**src/rtl/lphd_pkg.sv**
```systemverilog
package lphd_pkg;

    localparam int ADC_BITS   = 10;
    localparam int ELAPSED_W  = 16;
    localparam int SETPOINT_W = 8;
    localparam int GAIN_P_W   = 12;
    localparam int GAIN_I_W   = 12;
    localparam int GAIN_D_W   = 16;
    localparam int DUTY_W     = 8;
    localparam int TEMP_W     = 7;
    localparam int ERR_W      = 10;
    localparam int INT_W      = 16;

    localparam int IDATA_W    = 32;
    localparam int ODATA_W    = 16;
    localparam int CFG_IDX_W  = 2;
    localparam int CFG_DATA_W = 16;

    // shared serial multiply / divide unit
    localparam int MAG_W   = 9;
    localparam int DVS_W   = 16;
    localparam int DVD_W   = 28;
    localparam int PROD_W  = DVS_W + MAG_W;
    localparam int CNT_W   = 5;
    localparam logic [CNT_W-1:0] MUL_STEPS = CNT_W'(MAG_W);
    localparam logic [CNT_W-1:0] DIV_STEPS = CNT_W'(DVD_W);

    localparam logic [SETPOINT_W-1:0] SETPOINT_RST = 8'd0;
    localparam logic [GAIN_P_W-1:0]   GAIN_P_RST   = 12'd50;
    localparam logic [GAIN_I_W-1:0]   GAIN_I_RST   = 12'd30;
    localparam logic [GAIN_D_W-1:0]   GAIN_D_RST   = 16'd1200;

    localparam logic [DVS_W-1:0]  HUNDRED    = 16'd100;
    localparam logic [DUTY_W-1:0] DUTY_LIMIT = 8'd250;

    typedef enum logic [CFG_IDX_W-1:0] {
        CFG_SETPOINT,
        CFG_GAIN_P,
        CFG_GAIN_I,
        CFG_GAIN_D
    } t_cfg_idx;

    typedef enum logic {
        MDU_MUL,
        MDU_DIV
    } t_mdu_op;

    typedef struct packed {
        logic             start;
        t_mdu_op          op;
        logic [DVD_W-1:0] opa;
        logic [DVS_W-1:0] opb;
    } t_mdu_req;

    typedef struct packed {
        logic             done;
        logic [DVD_W-1:0] result;
    } t_mdu_rsp;

    typedef enum logic [3:0] {
        S_IDLE,
        S_PMUL,
        S_PDIV,
        S_IMUL,
        S_INUM,
        S_IDIV,
        S_DMUL,
        S_DDIV,
        S_SUM
    } t_state;

endpackage

```
**src/rtl/lphd_mdu.sv**
```systemverilog
module lphd_mdu import lphd_pkg::*; (
    input  logic     i_clk,
    input  logic     i_rst_n,
    input  t_mdu_req i_req,
    output t_mdu_rsp o_rsp
);

    logic             r_busy, n_busy;
    logic             r_done, n_done;
    t_mdu_op          r_op, n_op;
    logic [CNT_W-1:0] r_cnt, n_cnt;
    logic [DVD_W-1:0] r_quo, n_quo;
    logic [DVS_W:0]   r_rem, n_rem;
    logic [DVS_W-1:0] r_opb, n_opb;

    logic [DVS_W:0]   w_sum;
    logic [DVS_W:0]   w_shift;
    logic [DVS_W:0]   w_sub;
    logic             w_ge;

    // mul: r_opb multiplicand, r_quo low bits multiplier, r_rem high product half
    // div: r_quo dividend/quotient, r_rem partial remainder, r_opb divisor
    always_comb begin
        w_sum   = r_rem + (r_quo[0] ? {1'b0, r_opb} : '0);
        w_shift = {r_rem[DVS_W-1:0], r_quo[DVD_W-1]};
        w_sub   = w_shift - {1'b0, r_opb};
        w_ge    = (w_shift >= {1'b0, r_opb});

        n_busy = r_busy;
        n_done = 1'b0;
        n_op   = r_op;
        n_cnt  = r_cnt;
        n_quo  = r_quo;
        n_rem  = r_rem;
        n_opb  = r_opb;

        if (i_req.start) begin
            n_busy = 1'b1;
            n_op   = i_req.op;
            n_cnt  = (i_req.op == MDU_MUL) ? MUL_STEPS : DIV_STEPS;
            n_quo  = i_req.opa;
            n_rem  = '0;
            n_opb  = i_req.opb;
        end else if (r_busy) begin
            if (r_op == MDU_MUL) begin
                n_rem             = {1'b0, w_sum[DVS_W:1]};
                n_quo[MAG_W-1:0]  = {w_sum[0], r_quo[MAG_W-1:1]};
            end else begin
                n_rem = w_ge ? w_sub : w_shift;
                n_quo = {r_quo[DVD_W-2:0], w_ge};
            end
            n_cnt = r_cnt - 1'b1;
            if (r_cnt == CNT_W'(1)) begin
                n_busy = 1'b0;
                n_done = 1'b1;
            end
        end
    end

    always_ff @(posedge i_clk) begin
        if (!i_rst_n) begin
            r_busy <= 1'b0;
            r_done <= 1'b0;
            r_cnt  <= '0;
            r_op   <= MDU_MUL;
        end else begin
            r_busy <= n_busy;
            r_done <= n_done;
            r_cnt  <= n_cnt;
            r_op   <= n_op;
        end
    end

    always_ff @(posedge i_clk) begin
        r_quo <= n_quo;
        r_rem <= n_rem;
        r_opb <= n_opb;
    end

    assign o_rsp.done   = r_done;
    assign o_rsp.result = (r_op == MDU_MUL)
                        ? {{(DVD_W-PROD_W){1'b0}}, r_rem[DVS_W-1:0], r_quo[MAG_W-1:0]}
                        : r_quo;

    a_start_idle: assert property (@(posedge i_clk) disable iff (!i_rst_n)
        i_req.start |-> !r_busy)
        else $error("start while busy");

    a_done_after_busy: assert property (@(posedge i_clk) disable iff (!i_rst_n)
        r_done |-> ($past(r_busy) && !r_busy))
        else $error("done without a finished operation");

    a_busy_count: assert property (@(posedge i_clk) disable iff (!i_rst_n)
        r_busy |-> (r_cnt != '0))
        else $error("busy with empty step count");

endmodule

```
**src/rtl/leaky_pid_heater_duty.sv**
```systemverilog
// PID heater duty controller with a leaky integral.
//
// Input stream: one transaction per sample, tdata carries the converter
// sample and the milliseconds since the previous sample. Output stream: one
// transaction per input with the heater duty and the scaled temperature.
// The user must write gains and the setpoint through the register port only
// while the block is idle (unchecked); a write takes effect on the next clock.
//
// A new input is taken only in the idle state, once the previous item has
// been written to the output register. The processing time is set by the
// single bit-serial multiply/divide unit: two or three multiplies of 9
// steps and up to three divides of 28 steps, one bit per cycle, plus setup
// cycles; the derivative pair runs only for nonzero elapsed_ms.
//
// Reset restores the register defaults and clears the integral and the
// previous error. The result sits in an output register; if the receiver
// stalls, the next item is still accepted and processed, and only its
// final write waits until the held result is taken.
module leaky_pid_heater_duty import lphd_pkg::*; (
    input  logic                  i_clk,
    input  logic                  i_rst_n,
    input  logic                  s_axis_tvalid,
    output logic                  s_axis_tready,
    input  logic [IDATA_W-1:0]    s_axis_tdata,   // adc_sample[9:0], elapsed_ms[25:10]
    output logic                  m_axis_tvalid,
    input  logic                  m_axis_tready,
    output logic [ODATA_W-1:0]    m_axis_tdata,   // duty[7:0], temperature[14:8]
    input  logic                  i_cfg_wr_en,
    input  logic [CFG_IDX_W-1:0]  i_cfg_index,
    input  logic [CFG_DATA_W-1:0] i_cfg_wdata
);

    t_state r_state, n_state;
    logic   r_go;

    logic [SETPOINT_W-1:0] r_setpoint;
    logic [GAIN_P_W-1:0]   r_gain_p;
    logic [GAIN_I_W-1:0]   r_gain_i;
    logic [GAIN_D_W-1:0]   r_gain_d;

    logic [INT_W-1:0]      r_integral;
    logic [ERR_W-1:0]      r_last_err;

    logic [TEMP_W-1:0]     r_temp;
    logic [ERR_W-1:0]      r_err;
    logic [ERR_W-1:0]      r_diff;
    logic [ELAPSED_W-1:0]  r_elapsed;
    logic [INT_W-1:0]      r_p;
    logic [DVD_W:0]        r_num;
    logic [DVD_W-1:0]      r_dmag;

    logic                  r_out_valid;
    logic [DUTY_W-1:0]     r_out_duty;
    logic [TEMP_W-1:0]     r_out_temp;

    t_mdu_req              w_req;
    t_mdu_rsp              w_rsp;

    logic                  w_accept;
    logic                  w_load;
    logic [ADC_BITS-1:0]   w_sample;
    logic [ADC_BITS+6:0]   w_scaled;
    logic [TEMP_W-1:0]     w_temp;
    logic [ERR_W-1:0]      w_err;
    logic [ERR_W-1:0]      w_err_mag;
    logic [ERR_W-1:0]      w_diff_mag;
    logic [INT_W-1:0]      w_q16;
    logic [22:0]           w_iprod;
    logic [DVD_W:0]        w_m100;
    logic [DVD_W:0]        w_int_ext;
    logic [DVD_W:0]        w_num_mag;
    logic [DVD_W-1:0]      w_d10;
    logic [DVD_W+1:0]      w_d_ext;
    logic [DVD_W+1:0]      w_d_sgn;
    logic [DVD_W+1:0]      w_sum;
    logic [DUTY_W-1:0]     w_duty;

    lphd_mdu u_mdu (
        .i_clk   (i_clk),
        .i_rst_n (i_rst_n),
        .i_req   (w_req),
        .o_rsp   (w_rsp)
    );

    assign w_accept = s_axis_tvalid && s_axis_tready;
    assign w_load   = (r_state == S_SUM) && (!r_out_valid || m_axis_tready);

    // temperature = sample * 100 >> ADC_BITS
    always_comb begin
        w_sample = s_axis_tdata[ADC_BITS-1:0];
        w_scaled = {1'b0, w_sample, 6'b0}
                 + {2'b0, w_sample, 5'b0}
                 + {5'b0, w_sample, 2'b0};
        w_temp   = w_scaled[ADC_BITS+6:ADC_BITS];
        w_err    = {2'b00, r_setpoint} - {3'b000, w_temp} + ERR_W'(1);
    end

    always_comb begin
        w_err_mag  = r_err[ERR_W-1] ? (~r_err + ERR_W'(1)) : r_err;
        w_diff_mag = r_diff[ERR_W-1] ? (~r_diff + ERR_W'(1)) : r_diff;
        w_q16      = w_rsp.result[INT_W-1:0];
        w_iprod    = w_rsp.result[22:0];
        w_m100     = {w_iprod, 6'b0} + {1'b0, w_iprod, 5'b0} + {4'b0, w_iprod, 2'b0};
        w_int_ext  = {{(DVD_W+1-INT_W){r_integral[INT_W-1]}}, r_integral};
        w_num_mag  = r_num[DVD_W] ? (~r_num + (DVD_W+1)'(1)) : r_num;
        w_d10      = {w_rsp.result[DVD_W-4:0], 3'b0} + {1'b0, w_rsp.result[DVD_W-3:0], 1'b0};
        w_d_ext    = {2'b00, r_dmag};
        w_d_sgn    = r_diff[ERR_W-1] ? (~w_d_ext + (DVD_W+2)'(1)) : w_d_ext;
        w_sum      = {{(DVD_W+2-INT_W){r_p[INT_W-1]}}, r_p}
                   + {{(DVD_W+2-INT_W){r_integral[INT_W-1]}}, r_integral}
                   + w_d_sgn;
        if (w_sum[DVD_W+1]) begin
            w_duty = '0;
        end else if (|w_sum[DVD_W:DUTY_W]) begin
            w_duty = DUTY_LIMIT;
        end else begin
            w_duty = w_sum[DUTY_W-1:0];
        end
    end

    // next state
    always_comb begin
        n_state = r_state;
        case (r_state)
            S_IDLE: if (w_accept) n_state = S_PMUL;
            S_PMUL: if (w_rsp.done) n_state = S_PDIV;
            S_PDIV: if (w_rsp.done) n_state = S_IMUL;
            S_IMUL: if (w_rsp.done) n_state = S_INUM;
            S_INUM: n_state = S_IDIV;
            S_IDIV: begin
                if (w_rsp.done) begin
                    n_state = (r_elapsed == '0) ? S_SUM : S_DMUL;
                end
            end
            S_DMUL: if (w_rsp.done) n_state = S_DDIV;
            S_DDIV: if (w_rsp.done) n_state = S_SUM;
            S_SUM:  if (w_load) n_state = S_IDLE;
            default: n_state = S_IDLE;
        endcase
    end

    // outputs
    always_comb begin
        s_axis_tready = 1'b0;
        w_req.start   = 1'b0;
        w_req.op      = MDU_MUL;
        w_req.opa     = '0;
        w_req.opb     = '0;
        case (r_state)
            S_IDLE: s_axis_tready = 1'b1;
            S_PMUL: begin
                w_req.start = r_go;
                w_req.opa   = {{(DVD_W-MAG_W){1'b0}}, w_err_mag[MAG_W-1:0]};
                w_req.opb   = {{(DVS_W-GAIN_P_W){1'b0}}, r_gain_p};
            end
            S_PDIV: begin
                w_req.start = r_go;
                w_req.op    = MDU_DIV;
                w_req.opa   = w_rsp.result;
                w_req.opb   = HUNDRED;
            end
            S_IMUL: begin
                w_req.start = r_go;
                w_req.opa   = {{(DVD_W-MAG_W){1'b0}}, w_err_mag[MAG_W-1:0]};
                w_req.opb   = {{(DVS_W-GAIN_I_W){1'b0}}, r_gain_i};
            end
            S_IDIV: begin
                w_req.start = r_go;
                w_req.op    = MDU_DIV;
                w_req.opa   = w_num_mag[DVD_W-1:0];
                w_req.opb   = HUNDRED;
            end
            S_DMUL: begin
                w_req.start = r_go;
                w_req.opa   = {{(DVD_W-MAG_W){1'b0}}, w_diff_mag[MAG_W-1:0]};
                w_req.opb   = r_gain_d;
            end
            S_DDIV: begin
                w_req.start = r_go;
                w_req.op    = MDU_DIV;
                w_req.opa   = w_d10;
                w_req.opb   = r_elapsed;
            end
            default: s_axis_tready = 1'b0;
        endcase
    end

    always_ff @(posedge i_clk) begin
        if (!i_rst_n) begin
            r_state <= S_IDLE;
            r_go    <= 1'b0;
        end else begin
            r_state <= n_state;
            r_go    <= (n_state != r_state);
        end
    end

    always_ff @(posedge i_clk) begin
        if (!i_rst_n) begin
            r_setpoint <= SETPOINT_RST;
            r_gain_p   <= GAIN_P_RST;
            r_gain_i   <= GAIN_I_RST;
            r_gain_d   <= GAIN_D_RST;
        end else if (i_cfg_wr_en) begin
            case (t_cfg_idx'(i_cfg_index))
                CFG_SETPOINT: r_setpoint <= i_cfg_wdata[SETPOINT_W-1:0];
                CFG_GAIN_P:   r_gain_p   <= i_cfg_wdata[GAIN_P_W-1:0];
                CFG_GAIN_I:   r_gain_i   <= i_cfg_wdata[GAIN_I_W-1:0];
                CFG_GAIN_D:   r_gain_d   <= i_cfg_wdata[GAIN_D_W-1:0];
                default:      r_setpoint <= r_setpoint;
            endcase
        end
    end

    // controller state
    always_ff @(posedge i_clk) begin
        if (!i_rst_n) begin
            r_integral <= '0;
            r_last_err <= '0;
        end else begin
            if (w_accept) begin
                r_last_err <= w_err;
            end
            if (r_state == S_IDIV && w_rsp.done) begin
                if (r_num[DVD_W]) begin
                    r_integral <= (w_rsp.result > DVD_W'(32768)) ? 16'h8000
                                                                  : (~w_q16 + 16'd1);
                end else begin
                    r_integral <= (w_rsp.result > DVD_W'(32767)) ? 16'h7fff : w_q16;
                end
            end
        end
    end

    always_ff @(posedge i_clk) begin
        if (w_accept) begin
            r_temp    <= w_temp;
            r_err     <= w_err;
            r_diff    <= w_err - r_last_err;
            r_elapsed <= s_axis_tdata[ADC_BITS+ELAPSED_W-1:ADC_BITS];
        end
        if (r_state == S_PDIV && w_rsp.done) begin
            r_p <= r_err[ERR_W-1] ? (~w_q16 + 16'd1) : w_q16;
        end
        if (r_state == S_INUM) begin
            r_num <= r_err[ERR_W-1] ? (w_int_ext - w_m100) : (w_int_ext + w_m100);
        end
        if (r_state == S_IDIV && w_rsp.done) begin
            r_dmag <= '0;
        end
        if (r_state == S_DDIV && w_rsp.done) begin
            r_dmag <= w_rsp.result;
        end
        if (w_load) begin
            r_out_duty <= w_duty;
            r_out_temp <= r_temp;
        end
    end

    always_ff @(posedge i_clk) begin
        if (!i_rst_n) begin
            r_out_valid <= 1'b0;
        end else if (w_load) begin
            r_out_valid <= 1'b1;
        end else if (m_axis_tready) begin
            r_out_valid <= 1'b0;
        end
    end

    assign m_axis_tvalid = r_out_valid;
    assign m_axis_tdata  = {{(ODATA_W-DUTY_W-TEMP_W){1'b0}}, r_out_temp, r_out_duty};

    a_accept_starts: assert property (@(posedge i_clk) disable iff (!i_rst_n)
        w_accept |=> (r_state == S_PMUL && r_go))
        else $error("accepted item did not start the multiply");

    a_no_deriv_at_zero: assert property (@(posedge i_clk) disable iff (!i_rst_n)
        (r_state == S_DMUL || r_state == S_DDIV) |-> (r_elapsed != '0))
        else $error("derivative path entered with zero elapsed time");

    a_load_result: assert property (@(posedge i_clk) disable iff (!i_rst_n)
        w_load |=> (r_out_valid && r_state == S_IDLE))
        else $error("result not presented after sum");

    a_busy_not_ready: assert property (@(posedge i_clk) disable iff (!i_rst_n)
        w_req.start |-> !s_axis_tready)
        else $error("input ready while an operation starts");

endmodule

```
**config.mk**
```make
export PLATFORM = sky130hd
export DESIGN_NAME = leaky_pid_heater_duty
export DESIGN_NICKNAME = d
export VERILOG_FILES = /design/src/rtl/lphd_pkg.sv /design/src/rtl/lphd_mdu.sv /design/src/rtl/leaky_pid_heater_duty.sv
export SDC_FILE = /design/constraint.sdc
export NUM_CORES = 1
export LEC_CHECK = 0
export BUFFER_PORTS_ARGS = -buffer_cell sky130_fd_sc_hd__buf_4
export CAP_MARGIN = 25
export CORE_MARGIN = 5
export CORE_UTILIZATION = 50
export DETAILED_ROUTE_END_ITERATION = 8
export PLACE_DENSITY = 0.66
export SYNTH_ARGS = -nofsm -noshare
export SYNTH_HDL_FRONTEND = slang
export SYNTH_SLANG_ARGS = --single-unit
```
**constraint.sdc**
```tcl
create_clock -name i_clk -period 18.7 [get_ports i_clk]
set_input_delay 3.74 -clock i_clk [delete_from_list [all_inputs] [get_ports i_clk]]
set_output_delay 3.74 -clock i_clk [all_outputs]
set_load 0.02 [all_outputs]
```
==> results.yml, run 1 <==
logic_synthesis:
  synth_nets: 2896
  synthMuxAreaShare: 0.0208
  syn_inst: 2594
  netlist_area_mm2: 0.0227
  synth_top_area_cell: "edfxtp_1"
  ys_ff_latch: 280
  synthSimpleGateAreaFrac: 0.163
  synth_compound_area_frac: 0.213
  synthXorXnorAreaFrac: 0.0898
  synth_edf_count: 175
  async_flop_share: 0
  synth_top_area_share: 0.232
  synth_top_family_by_area: "compound AO/OA/AOI/OAI gates"
  synth_flop_cell: "edfxtp_1"
  yosys_warnings: 0
  synthTopCellsByArea: "edfxtp_1 (23%), ha_1 (12%), dfxtp_1 (9.3%)"
  yosys.area_share.adder: 0.148
  syn_area_per_cell_um2: 8.74
  yosysSeqAreaShare: 0.324
  yosys.cell_types.count: 90
sta:
  fin_crit_sh: 0.463
  min_period_ns: 8.65
  max_freq_ghz: 0.116
  setup_violations: 0
  finalHoldViolations: 0
  relSlewSlack: 0.345
  worst_pin_slew_ns: 0.979
  setup_tns_ns: 0
  slew_violations: 0
  rsz0062_at_grt: "no"
  final.setup_skew_ns: 0.0139
route:
  vias: 19500
  ant_nets: 0
  drt_iter0_markers: 1675
  wl_um: 63500
  drc_errors: 0
  routed_via_density: 5.99
  firstDrtPassIters: 5
  post_drt_wl_per_cell_um: 19.5
pwr:
  p_int_mw: 2.10
  p_comb_frac: 0.603
  peakVddDrop_v: 0.0000797
  swShare: 0.449
  leakage_nw: 10.1
  p_clk_frac: 0.167
  p_seq_frac: 0.229
  powerDensity_mw_per_mm2: 153
  power.switching_mw: 1.71
die:
  placeableCoreArea_mm2: 0.0451
  ios: 73
  initial_core_util: 0.503
  die-area_mm2: 0.0497
  die_w_um: 223
  num_rows: 78
  die_h_um: 223
clock_tree:
  clk_pin_slew_ns: 0.06
  cts_buffer_depth: 3
  cts_resized: 0
  cts_tree: "built"
  cts-htree-levels: 1
  cts_made_buffers: 31
  root_buffer: "clkbuf_16"
  numClockSinks: 280
  postCtsSetupRepairBufs: 0
  clock_latency_ns: 0.60
  hold_buffers: 0
placed_design:
  portBuffers: 65
  globalplace.congestion: 0.991
  dp_hpwl_um: 48600
finish:
  fill_cells: 4121
  drive_gt1_frac: 0.0703
  diodes: 0
  utilization: 0.552
  finalNetCount: 2936
  final_cell_mix: "nand2_1 (260), nor2_1 (228), ha_1 (214)"
  area_growth_pct: 9.83
  layout_commonest_cell: "nand2_1"
critical_path:
  startpoint_type: "input port"
  crit_arrival_ns: 8.98
  cp_max_fo: 5
  slowest_stage: "fa_1"
  critPathBufInv: 4
  critPathKind: "in2reg"
  cp-end-kind: "flop"
  max_stage_delay_ns: 0.53
  critPathRequiredTime_ns: 19.02
  cp_top_family: "adder cells"
global_routing:
  grt.total_usage: 0.246
  first_global_vias: 18700
  grt_max_degree: 59
  grt_overflow: 0
  grt_pass1_wl_um: 101000
  antenna_found_initial: 0
flow_run:
  max_cap_violations: 0
run_status:
  status: "completed"
hold_path:
  hold_class: "reg2reg"
-- flip-flops by register name (all words and copies together) (netlist names), 4 cells and up --
signal / flops
u_mdu.r_quo: 28
r_temp: 7
u_mdu.r_rem: 17
r_gain_i: 12
r_gain_d: 16
r_setpoint: 8
u_mdu.r_cnt: 5
r_gain_p: 12
r_diff: 10
r_err: 10
r_dmag: 28
r_p: 16
r_num: 29
r_last_err: 10
r_integral: 16
u_mdu.r_opb: 16
r_out_duty: 8
r_out_temp: 7
r_state: 4
r_elapsed: 16
-- cell type report --
type | count | area, um2 | share of cell area
Clock buffer | 39 | 806 | 0.0324
Clock inverter | 19 | 251 | 0.0101
Inverter | 158 | 593 | 0.0238
Sequential cell | 280 | 7360 | 0.295
Tap cell | 600 | 751 | 0.0301
Timing Repair Buffer | 96 | 741 | 0.0297
Multi-Input combinational cell | 2067 | 14400 | 0.578
-- layer usage --
layer	share of wire	wire, um	track usage	up-vias
li1	-	-	-	9507
met1	0.46	28900	0.345	9339
met2	0.46	29100	0.404	564
met3	0.050	3140	0.0205	101
met4	0.036	2300	0.0842	0
met5	0	0	0	-
-- kinds of logic after synthesis --
family	count (synthesis)
mux	47
fa+ha+maj	248
compound gates	748
buf+inv	247
other cells	1
xor+xnor	230
flops	280
simple gates	793
-- Yosys cell counts, drive strengths merged (18+ instances only) --
master	n
a211oi	23
a21o	45
a21oi	204
a31oi	31
and3	19
clkbuf	75
dfxtp	105
edfxtp	175
fa	33
ha	214
inv	154
mux2i	46
nand2	261
nand2b	22
nand3	44
nand4	20
nor2	232
nor2b	26
nor3	66
nor4	19
o211ai	18
o21a	41
o21ai	188
o21bai	19
o31ai	31
or3	28
xnor2	158
xor2	71
-- power by group through the flow --
stage / registers, mW / clock network, mW / logic [mW]
final: 0.875 / 0.639 / 2.30
after global routing: 0.881 / 0.678 / 2.57
after CTS: 0.875 / 0.650 / 2.28
after detailed placement: 0.887 / 0 / 2.26
after global placement: 0.885 / 0 / 2.20
after floorplan: 0.852 / 0 / 1.78
-- metrics by stage --
| stage | hold slack, ns | area, um2 | total power [mW] | instances | setup WS (ns) |
|---|---|---|---|---|---|
| after floorplan | 0.400 | 22700 | 2.63 | 2594 | 10.14 |
| after global placement | 0.401 | 23800 | 3.09 | 3197 | 9.55 |
| after detailed placement | 0.406 | 23800 | 3.15 | 3199 | 9.50 |
| after CTS | 0.420 | 24900 | 3.80 | 3257 | 10.10 |
| after global routing | 0.435 | 24900 | 4.13 | 3259 | 9.69 |
| final | 0.423 | 24900 | 3.82 | 3259 | 10.05 |
-- path summary, 6_finish.rpt --
path,from,endpoint,slack [ns],depth (start not counted)
worst min-delay path,r_temp[3],r_out_temp[3],0.42,0
worst max register to register,u_mdu.r_op,r_num[28],11.37,23
worst max-delay path,s_axis_tdata[1],r_diff[9],10.05,25
worst min register to register,r_temp[3],r_out_temp[3],0.42,0
Note: power is estimated with default switching activity, not from simulation.
==> run 2: changes to the inputs <==
--- a/config.mk
+++ b/config.mk
@@ -5,12 +5,13 @@
 export SDC_FILE = /design/constraint.sdc
 export NUM_CORES = 1
 export LEC_CHECK = 0
+export ABC_AREA = 1
 export BUFFER_PORTS_ARGS = -buffer_cell sky130_fd_sc_hd__buf_4
 export CAP_MARGIN = 25
 export CORE_MARGIN = 5
 export CORE_UTILIZATION = 50
 export DETAILED_ROUTE_END_ITERATION = 8
-export PLACE_DENSITY = 0.66
+export PLACE_DENSITY = 0.69
 export SYNTH_ARGS = -nofsm -noshare
 export SYNTH_HDL_FRONTEND = slang
 export SYNTH_SLANG_ARGS = --single-unit
==> constraint.sdc (replaced) <==
create_clock -name i_clk -period 7.65 [get_ports i_clk]
set_input_delay 1.53 -clock i_clk [delete_from_list [all_inputs] [get_ports i_clk]]
set_output_delay 1.53 -clock i_clk [all_outputs]
set_load 0.02 [all_outputs]
==> results.yml, run 2 <==
clock_tree:
  postCtsSetupRepairBufs: 0
  cts-htree-levels: 1
  cts_made_buffers: 31
  cts_resized: 0
  hold_buffers: 0
  clk_pin_slew_ns: 0.07
  cts_tree: "built"
  root_buffer: "clkbuf_16"
  numClockSinks: 280
  cts_buffer_depth: 3
  clock_latency_ns: 0.60
sta:
  setup_tns_ns: 0
  setup_violations: 0
  rsz0062_at_grt: "no"
  final.setup_skew_ns: 0.0213
  max_freq_ghz: 0.165
  finalHoldViolations: 0
  slew_violations: 0
  worst_pin_slew_ns: 1.02
  hold_slack_ns: 0.414
  relSlewSlack: 0.312
  fin_crit_sh: 0.790
  min_period_ns: 6.04
pwr:
  leakage_nw: 13.2
  powerDensity_mw_per_mm2: 356
  peakVddDrop_v: 0.000236
finish:
  largest_reg_flops: 29
  drive_gt1_frac: 0.0744
  reg.largest.list: "r_num x29, r_dmag x28, u_mdu.r_quo x28"
  layout_commonest_cell: "nand2_1"
  top_register: "r_num"
  utilization: 0.555
  area_growth_pct: 9.47
  finalNetCount: 3826
  diodes: 0
  final_cell_mix: "nand2_1 (754), inv_1 (509), nor2_1 (304)"
  stdcell_count: 4213
  fill_cells: 4807
run_status:
  status: "completed"
logic_synthesis:
  yosysSeqAreaShare: 0.296
  netlist_area_mm2: 0.0249
  synthTopCellsByArea: "edfxtp_1 (21%), nand2_1 (11%), ha_1 (11%)"
  async_flop_share: 0
  syn_area_per_cell_um2: 7.17
  synth_edf_count: 175
  ys_ff_latch: 280
  synth_top_area_share: 0.211
  synth_top_area_cell: "edfxtp_1"
  synth_nets: 3770
  syn_inst: 3468
  synth_flop_cell: "edfxtp_1"
  synth_common_cells: "nand2_1 (754), inv_1 (509), nor2_1 (305)"
  post-synth-top-count-cell: "nand2_1"
  yosys_warnings: 0
  yosys.cell_types.count: 64
hold_path:
  hp-start: "r_temp[5]"
  hold_class: "reg2reg"
placed_design:
  dp_hpwl_um: 57900
  placed_cells: 4154
  portBuffers: 65
  globalplace.congestion: 1.01
die:
  initial_core_util: 0.507
  placeableCoreArea_mm2: 0.0491
  ios: 73
  num_rows: 81
  die_w_um: 233
  die_h_um: 233
  die-area_mm2: 0.0543
critical_path:
  startpoint_type: "input port"
  critPathKind: "in2reg"
  cp_max_fo: 4
  timing.rr.start: "u_mdu.r_op"
  max_stage_delay_ns: 0.53
  cp-end-kind: "flop"
  crit_arrival_ns: 6.40
  cp_common_cell: "inv_1"
  slowest_stage: "fa_1"
  crit_path_start: "s_axis_tdata[2]"
  critPathRequiredTime_ns: 8.01
route:
  drt_iter0_markers: 2073
  vias: 23100
  routed_via_density: 5.48
  post_drt_wl_per_cell_um: 17.3
  drc_errors: 0
  firstDrtPassIters: 6
  wl_um: 72900
  ant_nets: 0
global_routing:
  grt.total_usage: 0.265
  antenna_found_initial: 0
  first_global_vias: 21500
  grt_pass1_wl_um: 116000
  grt_max_degree: 79
  grt_overflow: 0
flow_run:
  max_cap_violations: 0
[run 2: cell types whose count changed after synthesis, sizes merged, moves of 28 or more]
cell   change
nand2    +519
nand4     +37
nor2      +93
or3       -28
o21ai     +65
o21a      -35
a21oi     +69
xnor2    -105
xor2      +40
inv      +374
mux2i     -46
nand3    +171
[run 2: worst max-delay path: cells and delay by family]
kind	cells	cell delay [ns]
adders and majority gates	4	1.48
AOI/OAI and AO/OA	6	1.25
xor gates and xnor gates	4	0.94
and+or+nand+nor	9	0.69
buffers and inverters	8	0.52
[run 2: final timing paths]
kind | slack (ns) | end | cells after the start
worst min register to register | 0.41 | r_out_temp[5] | 0
worst min-delay path | 0.41 | r_out_temp[5] | 0
worst max register to register | 1.62 | r_num[26] | 27
worst max-delay path | 1.61 | r_diff[9] | 31
[run 2: report_power, final]
part	leakage (nW)	switching (mW)	internal, mW
logic	10.1	3.94	2.01
registers	2.50	0.176	1.90
clock network	0.557	0.675	0.974
[run 2: through the flow]
stage,setup slack (ns),instance area (um2),power [mW]
after floorplan,1.58,24900,6.53
after global placement,0.989,26100,7.93
after detailed placement,0.991,26100,7.98
after CTS,1.60,27200,9.65
after global routing,1.18,27200,10.6
final,1.61,27200,9.68
[run 2: layout make-up]
class                      instances  area, um2  share of cell area
clock buffer                      33        803              0.0295
clock inverter                    25        319              0.0117
inverter                         533       2000              0.0735
multi-input combinational       2583      15200               0.558
sequential                       280       7360               0.270
tap                              664        831              0.0305
timing repair buffer              95        713              0.0262
[run 2: cell families (layout without fill, tap and decap cells)]
| group | after synthesis | in the layout | synth area share |
|---|---|---|---|
| simple gates | 1473 | 1473 | 0.256 |
| buf+inv | 605 | 686 | 0.0934 |
| other cells | 1 | 1 | 0.000151 |
| xor+xnor | 164 | 164 | 0.0578 |
| flops | 280 | 280 | 0.296 |
| fa+ha+maj | 247 | 247 | 0.134 |
| compound gates | 698 | 698 | 0.163 |
[run 2: per-layer routing]
layer  share of wire  track usage
met1            0.45        0.377
met2            0.44        0.423
met3           0.066       0.0333
met4           0.036       0.0799
met5               0            0
==> run 3: changes to the inputs <==
--- a/config.mk
+++ b/config.mk
@@ -11,7 +11,7 @@
 export CORE_MARGIN = 5
 export CORE_UTILIZATION = 50
 export DETAILED_ROUTE_END_ITERATION = 8
-export PLACE_DENSITY = 0.69
+export PLACE_DENSITY = 0.66
 export SYNTH_ARGS = -nofsm -noshare
 export SYNTH_HDL_FRONTEND = slang
 export SYNTH_SLANG_ARGS = --single-unit
==> constraint.sdc (replaced) <==
create_clock -name i_clk -period 5.85 [get_ports i_clk]
set_input_delay 1.17 -clock i_clk [delete_from_list [all_inputs] [get_ports i_clk]]
set_output_delay 1.17 -clock i_clk [all_outputs]
set_load 0.02 [all_outputs]
==> results.yml, run 3 (synthesized netlist as in run 2, its figures left out) <==
route:
  met2WireLength_um: 36400
  top_layer_used: "met5"
  wl_met3_um: 4880
  post_drt_wl_per_cell_um: 18.8
  drt_iter0_markers: 2151
  wl_um: 81000
  vias: 24200
  drc_errors: 0
  ant_nets: 0
  wl_met1_um: 36700
  firstDrtPassIters: 7
  routed_via_density: 5.63
placed_design:
  portBuffers: 65
  globalplace.congestion: 0.984
  placed_cells: 4239
  dp_hpwl_um: 65600
critical_path:
  crit_arrival_ns: 5.90
  path_depth: 28
  cp_common_cell: "nand2_1"
  cp_top_family: "simple AND/OR/NAND/NOR gates"
  cp_max_fo: 11
  critPathRequiredTime_ns: 6.21
  slowest_stage: "fa_1"
  max_stage_delay_ns: 0.50
  startpoint_type: "flop"
  rr_worst_depth: 28
  critPathBufInv: 4
  cp-end-kind: "flop"
  critPathKind: "reg2reg"
clock_tree:
  cts_tree: "built"
  clock_latency_ns: 0.54
  cts_buffer_depth: 3
  hold_buffers: 0
  postCtsSetupRepairBufs: 0
  numClockSinks: 280
  cts_resized: 0
  clk_pin_slew_ns: 0.06
  cts_made_buffers: 34
  cts-htree-levels: 2
  root_buffer: "clkbuf_16"
pwr:
  power.switching_mw: 6.59
  powerDensity_mw_per_mm2: 480
  p_comb_frac: 0.637
  swShare: 0.491
  leakage_nw: 13.6
  p_int_mw: 6.83
  p_seq_frac: 0.204
  peakVddDrop_v: 0.000439
  total_power_mw: 13.4
  p_clk_frac: 0.159
finish:
  stdcell_count: 4302
  final_cell_mix: "nand2_1 (752), inv_1 (502), nor2_1 (303)"
  fill_cells: 4785
  reg.largest.list: "r_num x29, r_dmag x28, u_mdu.r_quo x28"
  diodes: 0
  top_register: "r_num"
  largest_reg_flops: 29
  finalNetCount: 3915
  layout_commonest_cell: "nand2_1"
  drive_gt1_frac: 0.100
  area_growth_pct: 12.5
die:
  die-area_mm2: 0.0543
  die_w_um: 233
  placeableCoreArea_mm2: 0.0491
  die_h_um: 233
  initial_core_util: 0.507
  num_rows: 81
  ios: 73
global_routing:
  grt.total_usage: 0.292
  grt_overflow: 0
  grt_pass1_wl_um: 126000
  antenna_found_initial: 2
  first_global_vias: 23100
  grt_max_degree: 79
sta:
  max_freq_ghz: 0.181
  fin_crit_sh: 0.946
  min_period_ns: 5.54
  final.setup_skew_ns: 0.0269
  finalHoldViolations: 0
  worst_pin_slew_ns: 1.03
  slew_violations: 0
  relSlewSlack: 0.304
  setup_violations: 0
hold_path:
  hold_class: "reg2reg"
  hold_depth: 0
run_status:
  status: "completed"
flow_run:
  max_cap_violations: 0
[run 3: cell count changes in the layout (fill, tap and decap cells not counted), sizes merged]
| cell | before | now |
|---|---|---|
| buf | 95 | 181 |
| clkbuf | 33 | 46 |
| inv | 534 | 530 |
| clkinv | 17 | 14 |
| bufinv | 6 | 4 |
| clkinvlp | 1 | 0 |
[run 3: layer usage]
metal	up-vias	GRT usage
met2	818	0.476
met5	-	0
met1	11400	0.406
met4	2	0.0986
li1	11900	-
met3	149	0.0309
[run 3: area by class of cell]
type,instances,area (um2),area share
inverter,533,2000,0.0716
timing repair buffer,181,1370,0.0490
multi-input combinational,2583,15300,0.547
tap,664,831,0.0297
clock buffer,46,937,0.0335
clock inverter,15,176,0.00631
sequential,280,7360,0.263
[run 3: stage by stage]
| stage | hold slack (ns) | setup WS (ns) | setup TNS (ns) | util | instance area, um2 |
|---|---|---|---|---|---|
| finish | 0.418 | 0.313 | 0 | 0.570 | 28000 |
| global route | 0.432 | -0.00811 | -0.00811 | 0.570 | 28000 |
| CTS | 0.420 | 0.102 | 0 | 0.568 | 27800 |
| detailed placement | 0.407 | -0.318 | -0.329 | 0.545 | 26700 |
| global placement | 0.402 | -0.343 | -0.343 | 0.545 | 26700 |
| floorplan | 0.400 | 0.138 | 0 | - | 24900 |
[run 3: power groups by stage]
stage / Sequential (mW) / Combinational (mW) / Clock, mW
floorplan: 2.65 / 5.89 / 0
global placement: 2.77 / 8.22 / 0
global route: 2.75 / 9.48 / 2.25
CTS: 2.73 / 8.36 / 2.17
detailed placement: 2.77 / 8.31 / 0
finish: 2.74 / 8.54 / 2.13
[run 3: path summary, 6_finish.rpt]
kind	start	end	slack, ns
hold / removal	r_temp[5]	r_out_temp[5]	0.42
setup reg to reg	u_mdu.r_op	r_num[26]	0.31
setup / recovery	u_mdu.r_op	r_num[26]	0.31
hold reg to reg	r_temp[5]	r_out_temp[5]	0.42
